--- config.mk ---
export PLATFORM = sky130hd
export DESIGN_NAME = moisture_pump_controller
export DESIGN_NICKNAME = d
export VERILOG_FILES = /design/src/design/mpc_pkg.sv /design/src/design/mpc_cfg_regs.sv /design/src/design/mpc_core.sv /design/src/design/mpc_out_reg.sv /design/src/design/moisture_pump_controller.sv
export SDC_FILE = /design/constraint.sdc
export NUM_CORES = 1
export LEC_CHECK = 0
export BUFFER_PORTS_ARGS = -buffer_cell sky130_fd_sc_hd__buf_2
export CAP_MARGIN = 20
export CORE_MARGIN = 1
export CORE_UTILIZATION = 55
export DETAILED_ROUTE_END_ITERATION = 12
export PLACE_DENSITY = 0.76
export SETUP_SLACK_MARGIN = 0.15
export SYNTH_ARGS = -nofsm -noshare
export SYNTH_HDL_FRONTEND = slang
export SYNTH_SLANG_ARGS = --single-unit
--- constraint.sdc ---
create_clock -name clk -period 4.06 [get_ports clk]
set_input_delay 0.812 -clock clk [delete_from_list [all_inputs] [get_ports clk]]
set_output_delay 0.812 -clock clk [all_outputs]
set_load 0.01 [all_outputs]
--- src/design/mpc_pkg.sv ---
`timescale 1ns / 1ps
// ----------------------------------------------------------------------------
// mpc_pkg
// Types, register indexes and reset values shared by the moisture pump
// controller modules.
// ----------------------------------------------------------------------------
package mpc_pkg;

  localparam int SECONDS_WIDTH_DEFAULT = 16;

  localparam int CFG_INDEX_WIDTH = 2;
  localparam int CFG_DATA_WIDTH  = 16;

  localparam logic [CFG_INDEX_WIDTH-1:0] CFG_CONFIRM_COUNT    = 2'd0;
  localparam logic [CFG_INDEX_WIDTH-1:0] CFG_TICKS_PER_SECOND = 2'd1;
  localparam logic [CFG_INDEX_WIDTH-1:0] CFG_MAX_IRRIGATE     = 2'd2;
  localparam logic [CFG_INDEX_WIDTH-1:0] CFG_HOLD_OFF         = 2'd3;

  localparam logic [7:0]  CONFIRM_COUNT_RESET    = 8'd10;
  localparam logic [7:0]  TICKS_PER_SECOND_RESET = 8'd20;
  localparam logic [15:0] MAX_IRRIGATE_RESET     = 16'd120;
  localparam logic [15:0] HOLD_OFF_RESET         = 16'd600;

  typedef enum logic [1:0] {
    MODE_MONITOR  = 2'd0,
    MODE_IRRIGATE = 2'd1,
    MODE_HOLD     = 2'd2
  } mode_t;

  typedef struct packed {
    logic [7:0]  confirm_count;
    logic [7:0]  ticks_per_second;
    logic [15:0] max_irrigate_seconds;
    logic [15:0] hold_off_seconds;
  } cfg_t;

  typedef struct packed {
    logic       pump_on;
    logic [1:0] mode;
    logic       filtered_dry;
  } result_t;

endpackage

--- src/design/mpc_cfg_regs.sv ---
`timescale 1ns / 1ps
// ----------------------------------------------------------------------------
// mpc_cfg_regs
// Configuration register file written through the configuration channel.
// ----------------------------------------------------------------------------
module mpc_cfg_regs
  import mpc_pkg::*;
(
  input  logic                       clk,
  input  logic                       rst,
  input  logic                       cfg_valid,
  output logic                       cfg_ready,
  input  logic [CFG_INDEX_WIDTH-1:0] cfg_index,
  input  logic [CFG_DATA_WIDTH-1:0]  cfg_data,
  output cfg_t                       cfg
);

  assign cfg_ready = 1'b1;

  always_ff @(posedge clk) begin
    if (rst) begin
      cfg.confirm_count        <= CONFIRM_COUNT_RESET;
      cfg.ticks_per_second     <= TICKS_PER_SECOND_RESET;
      cfg.max_irrigate_seconds <= MAX_IRRIGATE_RESET;
      cfg.hold_off_seconds     <= HOLD_OFF_RESET;
    end else if (cfg_valid) begin
      case (cfg_index)
        CFG_CONFIRM_COUNT:    cfg.confirm_count        <= cfg_data[7:0];
        CFG_TICKS_PER_SECOND: cfg.ticks_per_second     <= cfg_data[7:0];
        CFG_MAX_IRRIGATE:     cfg.max_irrigate_seconds <= cfg_data;
        CFG_HOLD_OFF:         cfg.hold_off_seconds     <= cfg_data;
        default: begin
        end
      endcase
    end
  end

endmodule

--- src/design/mpc_core.sv ---
`timescale 1ns / 1ps
// ----------------------------------------------------------------------------
// mpc_core
// Controller state and its single-pass update: seconds timer, sensor
// debounce filter and mode sequencing, one item per update.
// ----------------------------------------------------------------------------
module mpc_core
  import mpc_pkg::*;
#(
  parameter int SECONDS_WIDTH = SECONDS_WIDTH_DEFAULT
) (
  input  logic    clk,
  input  logic    rst,
  input  cfg_t    cfg,
  input  logic    load,
  input  logic    sample,
  output result_t result_next
);

  localparam int CMP_WIDTH = (SECONDS_WIDTH > 16) ? SECONDS_WIDTH : 16;

  mode_t                    current_mode, current_mode_next;
  logic [7:0]               sub_tick_count, sub_tick_count_next;
  logic [SECONDS_WIDTH-1:0] elapsed_seconds, elapsed_seconds_next;
  logic [7:0]               mismatch_run, mismatch_run_next;
  logic                     stable_level, stable_level_next;

  logic [7:0]               sub_inc;
  logic                     second_done;
  logic [SECONDS_WIDTH-1:0] seconds_adv;
  logic [CMP_WIDTH-1:0]     seconds_cmp;
  logic                     irrigate_limit;
  logic                     hold_done;
  logic [7:0]               run_inc;
  logic                     level_match;
  logic                     level_accept;
  logic                     db_level;
  logic [7:0]               db_run;
  logic                     pump;

  always_comb begin
    sub_inc     = sub_tick_count + 8'd1;
    second_done = (sub_inc >= cfg.ticks_per_second);
    seconds_adv = second_done ? elapsed_seconds + SECONDS_WIDTH'(1) : elapsed_seconds;
    seconds_cmp = CMP_WIDTH'(seconds_adv);
    irrigate_limit = (seconds_cmp >= CMP_WIDTH'(cfg.max_irrigate_seconds));
    hold_done      = (seconds_cmp >= CMP_WIDTH'(cfg.hold_off_seconds));

    level_match  = (sample == stable_level);
    run_inc      = mismatch_run + 8'd1;
    level_accept = !level_match && (run_inc >= cfg.confirm_count);
    db_level     = level_accept ? sample : stable_level;
    db_run       = (level_match || level_accept) ? 8'd0 : run_inc;
  end

  always_comb begin
    sub_tick_count_next  = second_done ? 8'd0 : sub_inc;
    elapsed_seconds_next = seconds_adv;
    mismatch_run_next    = mismatch_run;
    stable_level_next    = stable_level;
    current_mode_next    = current_mode;
    pump                 = 1'b0;
    case (current_mode)
      MODE_MONITOR: begin
        mismatch_run_next = db_run;
        stable_level_next = db_level;
        if (db_level) begin
          elapsed_seconds_next = '0;
          current_mode_next    = MODE_IRRIGATE;
        end
      end
      MODE_IRRIGATE: begin
        pump              = 1'b1;
        mismatch_run_next = db_run;
        stable_level_next = db_level;
        if (!db_level || irrigate_limit) begin
          elapsed_seconds_next = '0;
          current_mode_next    = MODE_HOLD;
        end
      end
      MODE_HOLD: begin
        if (hold_done) begin
          current_mode_next = MODE_MONITOR;
        end
      end
      default: begin
        current_mode_next = MODE_MONITOR;
      end
    endcase
  end

  always_comb begin
    result_next.pump_on      = pump;
    result_next.mode         = current_mode_next;
    result_next.filtered_dry = stable_level_next;
  end

  always_ff @(posedge clk) begin
    if (rst) begin
      current_mode    <= MODE_MONITOR;
      sub_tick_count  <= 8'd0;
      elapsed_seconds <= '0;
      mismatch_run    <= 8'd0;
      stable_level    <= 1'b0;
    end else if (load) begin
      current_mode    <= current_mode_next;
      sub_tick_count  <= sub_tick_count_next;
      elapsed_seconds <= elapsed_seconds_next;
      mismatch_run    <= mismatch_run_next;
      stable_level    <= stable_level_next;
    end
  end

endmodule

--- src/design/mpc_out_reg.sv ---
`timescale 1ns / 1ps
// ----------------------------------------------------------------------------
// mpc_out_reg
// Result register with valid and ready; takes a new item whenever it is
// empty or its current item is taken in the same cycle.
// ----------------------------------------------------------------------------
module mpc_out_reg
  import mpc_pkg::*;
(
  input  logic    clk,
  input  logic    rst,
  input  logic    in_valid,
  output logic    in_ready,
  input  result_t in_data,
  output logic    out_valid,
  input  logic    out_ready,
  output result_t out_data
);

  assign in_ready = !out_valid || out_ready;

  always_ff @(posedge clk) begin
    if (rst) begin
      out_valid <= 1'b0;
    end else if (in_ready) begin
      out_valid <= in_valid;
    end
  end

  always_ff @(posedge clk) begin
    if (in_valid && in_ready) begin
      out_data <= in_data;
    end
  end

endmodule

--- src/design/moisture_pump_controller.sv ---
`timescale 1ns / 1ps
// ----------------------------------------------------------------------------
// moisture_pump_controller
// Output: an accepted tick item's result is registered, ready the next cycle.
// Throughput: one item per cycle unless results stall; the result register
// frees itself as its item is taken, so ready depends only on the output side.
// Reset: synchronous; mode monitor, counters cleared, filtered level wet,
// configuration registers back to their default values.
// ----------------------------------------------------------------------------
module moisture_pump_controller
  import mpc_pkg::*;
#(
  parameter int SECONDS_WIDTH = SECONDS_WIDTH_DEFAULT
) (
  input  logic                       clk,
  input  logic                       rst,
  input  logic                       in_valid,
  output logic                       in_ready,
  input  logic                       sensor_dry,
  output logic                       out_valid,
  input  logic                       out_ready,
  output logic                       pump_on,
  output logic [1:0]                 mode,
  output logic                       filtered_dry,
  input  logic                       cfg_valid,
  output logic                       cfg_ready,
  input  logic [CFG_INDEX_WIDTH-1:0] cfg_index,
  input  logic [CFG_DATA_WIDTH-1:0]  cfg_data
);

  cfg_t    cfg;
  result_t result_next;
  result_t result;
  logic    load;

  assign load = in_valid && in_ready;

  mpc_cfg_regs u_cfg_regs (
    .clk       (clk),
    .rst       (rst),
    .cfg_valid (cfg_valid),
    .cfg_ready (cfg_ready),
    .cfg_index (cfg_index),
    .cfg_data  (cfg_data),
    .cfg       (cfg)
  );

  mpc_core #(
    .SECONDS_WIDTH (SECONDS_WIDTH)
  ) u_core (
    .clk         (clk),
    .rst         (rst),
    .cfg         (cfg),
    .load        (load),
    .sample      (sensor_dry),
    .result_next (result_next)
  );

  mpc_out_reg u_out_reg (
    .clk       (clk),
    .rst       (rst),
    .in_valid  (in_valid),
    .in_ready  (in_ready),
    .in_data   (result_next),
    .out_valid (out_valid),
    .out_ready (out_ready),
    .out_data  (result)
  );

  assign pump_on      = result.pump_on;
  assign mode         = result.mode;
  assign filtered_dry = result.filtered_dry;

endmodule

==> Word level (Yosys, flattened, before mapping) <==
Index checks and enable logic that the tools add are counted.
{ "op_classes": {"reduce_logical": 16, "n_eq_ne": 6, "n_mux": 13, "order_cmp": 4, "add_sub_neg": 3} }
{ "op_table": {"columns": ["op", "n"], "rows": [
  ["$mux 16", 3],
  ["$ge 16x16->1", 2],
  ["$pmux 16 s2", 1],
  ["$add 16x1->16 const B", 1],
  ["$add 8x1->8 const B", 2],
  ["$ge 8x8->1", 2],
  ["$mux 8", 2],
  ["$reduce_and 2->1", 5],
  ["$eq 2x2->1 const B", 3],
  ["$mux 2", 3],
  ["$pmux 2 s3", 1],
  ["$eq 2x1->1 const B", 2],
  ["$logic_not 2->1", 2],
  ["$logic_not 1->1", 3],
  ["$logic_or 1x1->1", 3],
  ["$mux 1", 3],
  ["$logic_and 1x1->1", 2],
  ["$reduce_or 2->1", 1],
  ["$eq 1x1->1", 1]
]} }
{ "totals": {"reg_bits": 88, "elab_cells": 55} }

==> Logic depth before layout (Yosys ltp) <==
Gate-level depths: netlist of the first run.
{ "depth": {"depth_word": 8, "depth_mapped": 22, "mapped_depth_nobuf": 21} }

==> Cells and area by module <==
A second synthesis of the first run with hierarchy kept.
{ "unflattened": {"hier_cells": 576, "area_unflattened_um2": 5275.1} }
{ "modules_own_cells": {"columns": ["module", "instances", "area_each_um2", "cells_per_inst", "seq_area_each_um2"], "rows": [
  ["mpc_core", 1, 3095.5, 377, 700.7],
  ["mpc_cfg_regs", 1, 1998.2, 189, 960.9],
  ["mpc_out_reg", 1, 175.2, 9, 140.1],
  ["moisture_pump_controller", 1, 6.3, 1, 0.0]
]} }

==> Worst setup path before layout of the first run <==
OpenSTA, ideal clock, no wires.
{ "synth_path": {"path_kind": "register -> register", "start": "register u_core.sub_tick_count[0]", "end": "register u_core.elapsed_seconds[2]", "n_path_buf": 0, "slack_ps": -153, "setup_time_ps": 130, "path_stages_with_launch": 21, "t_arrival_ps": 4084, "required_ps": 3930, "cell_sequence": "dfxtp_1 -> and3_1 -> and3_1 -> nand3_1 -> xnor2_1 -> ha_1 -> nand2_1 -> o21ai_0 -> a21oi_1 -> or3_1 -> nor3_1 -> xor2_1 -> ha_1 -> nand2_1 -> nor2_1 -> nand2_1 -> o31ai_1 -> nor2_1 -> mux2_2 -> o2111ai_1 -> o31ai_1"} }
{ "synth_via": {"elab_chain_len": 7, "word_cells_on_any_way": 8, "cone_classes": "add/sub (1); order compare (2); mux (4); reduce/logical (1)"} }
{ "synth_rtl": {"columns": ["element", "line_no", "text"], "rows": [
  ["start, declared", "mpc_core.sv:23", "logic [7:0] sub_tick_count, sub_tick_count_next;"],
  ["start signal, assigned", "mpc_core.sv:107", "sub_tick_count <= sub_tick_count_next;"],
  ["$add 8x1->8 (*)", "mpc_core.sv:42", "sub_inc = sub_tick_count + 8'd1;"],
  ["$ge 8x8->1 (*)", "mpc_core.sv:43", "second_done = (sub_inc >= cfg.ticks_per_second);"],
  ["$mux 16 (*)", "mpc_core.sv:44", "seconds_adv = second_done ? elapsed_seconds + SECONDS_WIDTH'(1) : elapsed_seconds;"],
  ["$ge 16x16->1", "mpc_core.sv:46", "irrigate_limit = (seconds_cmp >= CMP_WIDTH'(cfg.max_irrigate_seconds));"],
  ["$logic_or 1x1->1", "mpc_core.sv:76", "if (!db_level || irrigate_limit) begin"],
  ["$mux 16", "mpc_core.sv:76", null],
  ["$pmux 16 s2 (*)", "mpc_core.sv:63", "case (current_mode)"],
  ["end signal, assigned", "mpc_core.sv:108", "elapsed_seconds <= elapsed_seconds_next;"],
  ["end, declared", "mpc_core.sv:24", "logic [SECONDS_WIDTH-1:0] elapsed_seconds, elapsed_seconds_next;"]
]} }
Mark *: on every way between the ends. The rest lies on a longest branch, timed or not.
A chain may end at the register's enable or synchronous reset.

==> Worst setup path in the final report of the first run <==
{ "layout_path": {"start": "register u_core.sub_tick_count[0]", "end": "register u_core.elapsed_seconds[3]"} }
The elaborated chain is that of the path after synthesis.

==> results.sh, run 1 <==
export IMPL_status="finished with violations"
export IMPL_violations="design-rule violations, negative setup slack"
export IMPL_hold_viol=0
export IMPL_max_stage_delay_ns=0.35
export IMPL_fin_cells=818
export IMPL_dp_hpwl_um=8990
export IMPL_hold_depth=2
export IMPL_synth_nets=702
export IMPL_cts_max_path_buffers=2
export IMPL_area_growth_synth_to_final_pct=25.6
export IMPL_grt_pass1_wl_um=21500
export IMPL_clk_pin_slew_ns=0.09
export IMPL_fin_skew_ns=0.00936
export IMPL_worstSkewPairLatency_ns=0.37
export IMPL_io_pins=31
export IMPL_via_per_inst=5.83
export IMPL_synthTopCellsByCount="nand2_1 (104), dfxtp_1 (84), a21oi_1 (60), inv_1 (56), ha_1 (51)"
export IMPL_grt_ovfl_total=0
export IMPL_arrival_ns=4.63
export IMPL_wl_per_cell_um=16.7
export IMPL_max_clock_freq_ghz=0.230
export IMPL_finalNetCount=780
export IMPL_cp_common_cell="buf_4"
export IMPL_cp_depth=22
export IMPL_hold_path_class="reg2reg"
export IMPL_grt_max_degree=41
export IMPL_synth_cell_types=58
export IMPL_setup_viol=19
export IMPL_ys_flop_type="dfxtp_1"
export IMPL_antenna_found_initial=0
export IMPL_synth_most_common_cell="nand2_1"
export IMPL_cts_max_level=3
export IMPL_ff2ff_path_depth=22
export IMPL_path_class="reg2reg"
export IMPL_synth_area_leaders="dfxtp_1 (33%), ha_1 (13%), nand2_1 (7.8%), a21oi_1 (6.0%), inv_1 (4.2%)"
export IMPL_cp_end_kind="register"
export IMPL_drc_errors=2
export IMPL_peakVddDrop_mv=0.168
export IMPL_synth_edf_count=4
export IMPL_initial_utilization_pct=57.2
export IMPL_dieArea_sq_mm=0.00954
export IMPL_core_area_sq_mm=0.00881
export IMPL_seq_area_frac_synth_pct=35.8
export IMPL_crit_family="compound AO/OA/AOI/OAI gates"
export IMPL_synth_area_sq_mm=0.00503
export IMPL_grt_pass1_vias=4678
export IMPL_yosys_area_top_type_share_pct=33.4
export IMPL_num_rows=34
export IMPL_fillCellCount=658
export IMPL_synthCells=627
export IMPL_numPortBuffers=29
export IMPL_track_usage_pct=28.7
export IMPL_synth_avg_cell_area_sq_um=8.03
export IMPL_final_layout_size_suffix_gt1_share_pct=25.8
export IMPL_p_per_area_mw_per_mm2=266
export IMPL_tightest_slew_ns=0.709
export IMPL_pre_cts_slack_ns=-0.269
export IMPL_yosysWarnings=0
export IMPL_place_congestion=0.910
export IMPL_synth_top_area_cell="dfxtp_1"
export IMPL_dr_pass1_iters=10
export IMPL_root_buffer="clkbuf_8"
export IMPL_timing_final_ws_setup_ns=-0.290
export IMPL_relSlewSlack_pct=52.7
export IMPL_leakage_nw=2.80
export IMPL_yosys_register_bits=88
export IMPL_cts_tree="done"
export IMPL_synthArstFlopShare_pct=0
export IMPL_cts_buffers=9
export IMPL_startpoint_type="register"
export IMPL_wl_um=13600
export IMPL_cp_slowest_cell="dfxtp_2"
export IMPL_vias=4770
export IMPL_first_iter_violations=204
export IMPL_rsz0062_at_grt="true"
export IMPL_clkSinkCount=88
export IMPL_maxCapViolations=0
export IMPL_crit_fanout=5
export IMPL_worstPathRequired_ns=4.34
export IMPL_cp_cell_sequence="and3_4 -> and3_4 -> nand3_4 -> xnor2_4 -> ha_4 -> a21oi_2 -> o21ai_4 -> a21o_1 -> buf_6 -> buf_4 -> xnor2_1 -> ha_1 -> nor2b_1 -> o21ai_1 -> a31oi_1 -> o31ai_2 -> buf_4 -> o21ai_4 -> o311ai_4 -> buf_4 -> buf_6 -> o31ai_1"
export IMPL_place_inst=770
export IMPL_diodes=0
export IMPL_ant_nets=0
export IMPL_path_buf_inv=5
export IMPL_period_share_pct=107
export IMPL_die_w_um=97.7
export IMPL_slew_violations=0
export IMPL_final_min_clock_period_ns=4.35
export IMPL_dieHeight_um=97.7
## worst register-to-register path, cell delays in order, from the launching register on
cell,delay (ns)
dfxtp_2,0.35
and3_4,0.18
and3_4,0.21
nand3_4,0.11
xnor2_4,0.22
ha_4,0.25
a21oi_2,0.19
o21ai_4,0.09
a21o_1,0.22
buf_6,0.15
buf_4,0.13
xnor2_1,0.33
ha_1,0.31
nor2b_1,0.14
o21ai_1,0.10
a31oi_1,0.23
o31ai_2,0.09
buf_4,0.16
o21ai_4,0.15
o311ai_4,0.13
buf_4,0.16
buf_6,0.12
o31ai_1,0.23
## through the flow
stage / TNS (ns) / hold slack [ns] / instance area [sq um] / power (mW) / util [%]
finish: -2.67 / 0.461 / 6330 / 1.68 / 71.8
global route: -6.08 / 0.484 / 6330 / 1.75 / 71.8
floorplan: 0 / 0.436 / 5120 / 1.06 / -
CTS: -0.537 / 0.464 / 6140 / 1.68 / 69.7
detailed placement: -2.66 / 0.451 / 5520 / 1.12 / 62.7
global placement: -0.102 / 0.443 / 5520 / 1.12 / 62.7
## cell type report
cell class / instances / area [sq um] / share of cell area [%]
inverters: 57 / 214 / 3.38
well taps: 108 / 135 / 2.14
multi-input cells: 456 / 3340 / 52.9
clock inverters: 7 / 47.5 / 0.752
clock buffers: 9 / 124 / 1.96
repair buffers: 93 / 656 / 10.4
flip-flops and latches: 88 / 1810 / 28.5
## power breakdown
part           internal, mW  switching (mW)
Combinational        0.0819           0.131
Clock                 0.222           0.336
Sequential            0.896          0.0172
## per-layer routing
metal	track usage, %	up-vias	wire (um)
li1	-	2309	-
met3	3.74	65	616
met1	30.9	2232	5170
met5	0	-	0
met2	53.2	164	7120
met4	17.0	0	732
## layout by cell type (no fill, tap or decap), types with 10 or more instances in the layout
cell,Yosys,layout
a21oi_1,60,53
nand3_1,15,12
nor2_1,49,45
o21ai_0,28,14
dfxtp_1,84,81
xor2_1,13,10
inv_1,56,54
buf_2,3,29
xnor2_1,17,11
o211ai_1,12,12
nand2_1,104,99
ha_1,51,45
buf_4,1,57
## sequential cells by signal (all words and copies together) (netlist names)
name,cells
u_cfg_regs.cfg,48
u_out_reg.out_valid,1
u_core.elapsed_seconds,16
u_core.current_mode,2
u_core.stable_level,1
u_out_reg.out_data,4
u_core.mismatch_run,8
u_core.sub_tick_count,8
## worst paths after layout
kind / from / endpoint / slack, ns
max: u_core.sub_tick_count[0] / u_core.elapsed_seconds[3] / -0.29
min: u_cfg_regs.cfg[2] / u_cfg_regs.cfg[2] / 0.46
max reg2reg: u_core.sub_tick_count[0] / u_core.elapsed_seconds[3] / -0.29
min reg2reg: u_cfg_regs.cfg[2] / u_cfg_regs.cfg[2] / 0.46
## what timing repair did
action / in CTS / in global routing
cloned: 1 / 0
hold buffers: 0 / 0
endpoints found under the setup margin: 20 / 20
pin swaps: 38 / 14
setup buffers: 27 / 4
gates resized for setup: 59 / 27
## kinds of logic after synthesis
| group | after synthesis | share of synthesized area [%] |
|---|---|---|
| AO/OA/AOI/OAI | 140 | 17.6 |
| XOR/XNOR | 30 | 5.22 |
| adder cells (fa/ha/maj) | 51 | 12.7 |
| buffers and inverters | 83 | 6.36 |
| flip-flops | 88 | 35.8 |
| multiplexers | 10 | 2.01 |
| other | 1 | 0.0745 |
| AND/OR/NAND/NOR | 224 | 20.3 |
Power figures use the tool's default switching activity.
==> run 2, diff against run 1 <==
--- a/config.mk
+++ b/config.mk
@@ -8,9 +8,9 @@
 export BUFFER_PORTS_ARGS = -buffer_cell sky130_fd_sc_hd__buf_2
 export CAP_MARGIN = 20
 export CORE_MARGIN = 1
-export CORE_UTILIZATION = 55
+export CORE_UTILIZATION = 34
 export DETAILED_ROUTE_END_ITERATION = 12
-export PLACE_DENSITY = 0.76
+export MAX_ROUTING_LAYER = met4
 export SETUP_SLACK_MARGIN = 0.15
 export SYNTH_ARGS = -nofsm -noshare
 export SYNTH_HDL_FRONTEND = slang
==> run 2 against run 1 <==
- the run ends with negative setup slack left
- clock power rose by 52%
- flip-flop and latch count did not move
- hold slack got worse by 0.0019 ns
- routed wire length is 6.3% lower
- highest routed layer unchanged
- critical endpoint is now u_core.elapsed_seconds[6]
- largest power group unchanged
- clock skew about the same
==> results.sh, run 2 (synthesized netlist as in run 1, its figures left out) <==
export IMPL_final_layout_size_suffix_gt1_share_pct=23.6
export IMPL_grt_pass1_vias=4514
export IMPL_diodes=0
export IMPL_finalNetCount=768
export IMPL_worstSkewPairLatency_ns=0.35
export IMPL_slew_violations=0
export IMPL_arrival_ns=4.51
export IMPL_crit_fanout=8
export IMPL_first_iter_violations=253
export IMPL_top_regs="u_cfg_regs.cfg x48, u_core.elapsed_seconds x16"
export IMPL_max_clock_freq_ghz=0.236
export IMPL_dr_pass1_iters=4
export IMPL_clk_pin_slew_ns=0.07
export IMPL_fin_cells=882
export IMPL_dpl_cell_area_sq_mm=0.00563
export IMPL_final_min_clock_period_ns=4.23
export IMPL_numPortBuffers=29
export IMPL_top_register="u_cfg_regs.cfg"
export IMPL_via_per_inst=5.11
export IMPL_clkSinkCount=88
export IMPL_peakVddDrop_mv=0.192
export IMPL_final_core_util_pct=44.1
export IMPL_dieHeight_um=124
export IMPL_p_per_area_mw_per_mm2=309
export IMPL_ant_nets=0
export IMPL_violations="negative setup slack"
export IMPL_hold_buffers=0
export IMPL_place_inst=848
export IMPL_fin_skew_ns=0.00953
export IMPL_antenna_found_initial=0
export IMPL_pre_cts_slack_ns=-0.300
export IMPL_wl_um=12800
export IMPL_num_rows=44
export IMPL_core_area_sq_mm=0.0145
export IMPL_leakage_nw=2.80
export IMPL_hold_path_class="reg2reg"
export IMPL_final_cell_mix="nand2_1 (98), dfxtp_1 (81), inv_1 (56), a21oi_1 (54), buf_4 (49)"
export IMPL_dp_hpwl_um=9130
export IMPL_worstPathRequired_ns=4.34
export IMPL_cts_max_path_buffers=2
export IMPL_setup_viol=14
export IMPL_grt_max_degree=39
export IMPL_cts_max_level=3
export IMPL_maxCapViolations=0
export IMPL_drc_errors=0
export IMPL_wl_per_cell_um=14.5
export IMPL_io_pins=31
export IMPL_cp_end_kind="register"
export IMPL_dieArea_sq_mm=0.0153
export IMPL_power_mw=1.97
export IMPL_startpoint="u_core.sub_tick_count[1]"
export IMPL_reg2reg_slack_ns=-0.17
export IMPL_ff2ff_path_depth=22
export IMPL_vias=4507
export IMPL_hold_ws_ns=0.459
export IMPL_place_congestion=0.819
export IMPL_initial_utilization_pct=34.8
export IMPL_r2r_end="u_core.elapsed_seconds[6]"
export IMPL_cts_tree="done"
export IMPL_startpoint_type="register"
export IMPL_die_w_um=124
export IMPL_setup_tns_ns=-1.32
export IMPL_final_common_cell="nand2_1"
export IMPL_path_class="reg2reg"
export IMPL_grt_pass1_wl_um=21400
export IMPL_timing_final_ws_setup_ns=-0.169
export IMPL_area_growth_synth_to_final_pct=26.8
export IMPL_status="finished with violations"
export IMPL_period_share_pct=104
export IMPL_tightest_slew_ns=0.772
export IMPL_rsz0062_at_grt="true"
export IMPL_hold_viol=0
export IMPL_cp_endpoint="u_core.elapsed_seconds[6]"
export IMPL_track_usage_pct=18.8
export IMPL_largest_reg_flops=48
export IMPL_root_buffer="clkbuf_16"
export IMPL_cts_buffers=9
export IMPL_rr_startpoint="u_core.sub_tick_count[1]"
export IMPL_relSlewSlack_pct=48.5
export IMPL_grt_ovfl_total=0
export IMPL_stdcell_area_sq_mm=0.00639
## run 2: changes by cell type in the layout (fill, tap and decap cells not counted), moves of 3 or more
cell | before | now
ha_1 | 45 | 48
clkbuf_8 | 9 | 0
clkinv_2 | 3 | 0
o21ai_0 | 14 | 18
clkbuf_16 | 0 | 9
buf_6 | 6 | 2
buf_4 | 57 | 49
## run 2: how the worst min path moves through the flow
stage / startpoint / to / slack [ns] / depth (start not counted)
4_1_cts: u_cfg_regs.cfg[1] / u_cfg_regs.cfg[1] / 0.46 / 2
3_3_place_gp: u_cfg_regs.cfg[18] / u_cfg_regs.cfg[18] / 0.45 / 2
2_1_floorplan: u_cfg_regs.cfg[10] / u_cfg_regs.cfg[10] / 0.44 / 2
3_5_place_dp: u_cfg_regs.cfg[1] / u_cfg_regs.cfg[1] / 0.45 / 2
5_1_grt: u_cfg_regs.cfg[1] / u_cfg_regs.cfg[1] / 0.48 / 2
6_report: u_cfg_regs.cfg[10] / u_cfg_regs.cfg[10] / 0.46 / 2
## run 2: area by class of cell
type | instances | area (sq um)
Clock inverter | 7 | 76.3
Inverter | 57 | 214
Timing Repair Buffer | 81 | 556
Multi-Input combinational cell | 456 | 3280
Clock buffer | 9 | 225
Fill cell | 1395 | 8090
Tap cell | 184 | 230
Sequential cell | 88 | 1810
## run 2: worst max-delay path, stage by stage, from the launching register on
cell,delay (ns)
dfxtp_2,0.34
and3_4,0.18
and3_4,0.20
nand3_4,0.08
xnor2_2,0.15
ha_1,0.33
nand2_2,0.09
o21ai_2,0.15
a21o_1,0.19
buf_6,0.14
nand3_4,0.14
or3_4,0.40
nand2_2,0.09
ha_1,0.23
o21ai_1,0.16
nand2b_1,0.09
a21oi_2,0.15
o31ai_2,0.08
buf_4,0.16
o21ai_4,0.15
o311ai_4,0.12
or4_1,0.42
o21ai_1,0.10
## run 2: repair_timing
item | CTS | global route
pin swaps | 24 | 13
hold endpoints to repair | 0 | 0
endpoints found under the setup margin | 20 | 20
resized for setup | 33 | 34
buffers inserted | 15 | 3
## run 2: layer usage
layer / GRT usage, % / part of all wire, % / routed length, um / up-vias
met2: 32.1 / 51 / 6470 / 89
li1: - / - / - / 2281
met1: 21.5 / 44 / 5570 / 2111
met5: - / 0 / 0 / -
met4: 7.38 / 2.7 / 340 / 0
met3: 3.75 / 3.1 / 397 / 26
## run 2: power breakdown
group	total (mW)	switching, mW	internal [mW]
Combinational	0.210	0.129	0.0817
Clock	0.850	0.367	0.483
Sequential	0.914	0.0170	0.897
Total	1.97	0.512	1.46
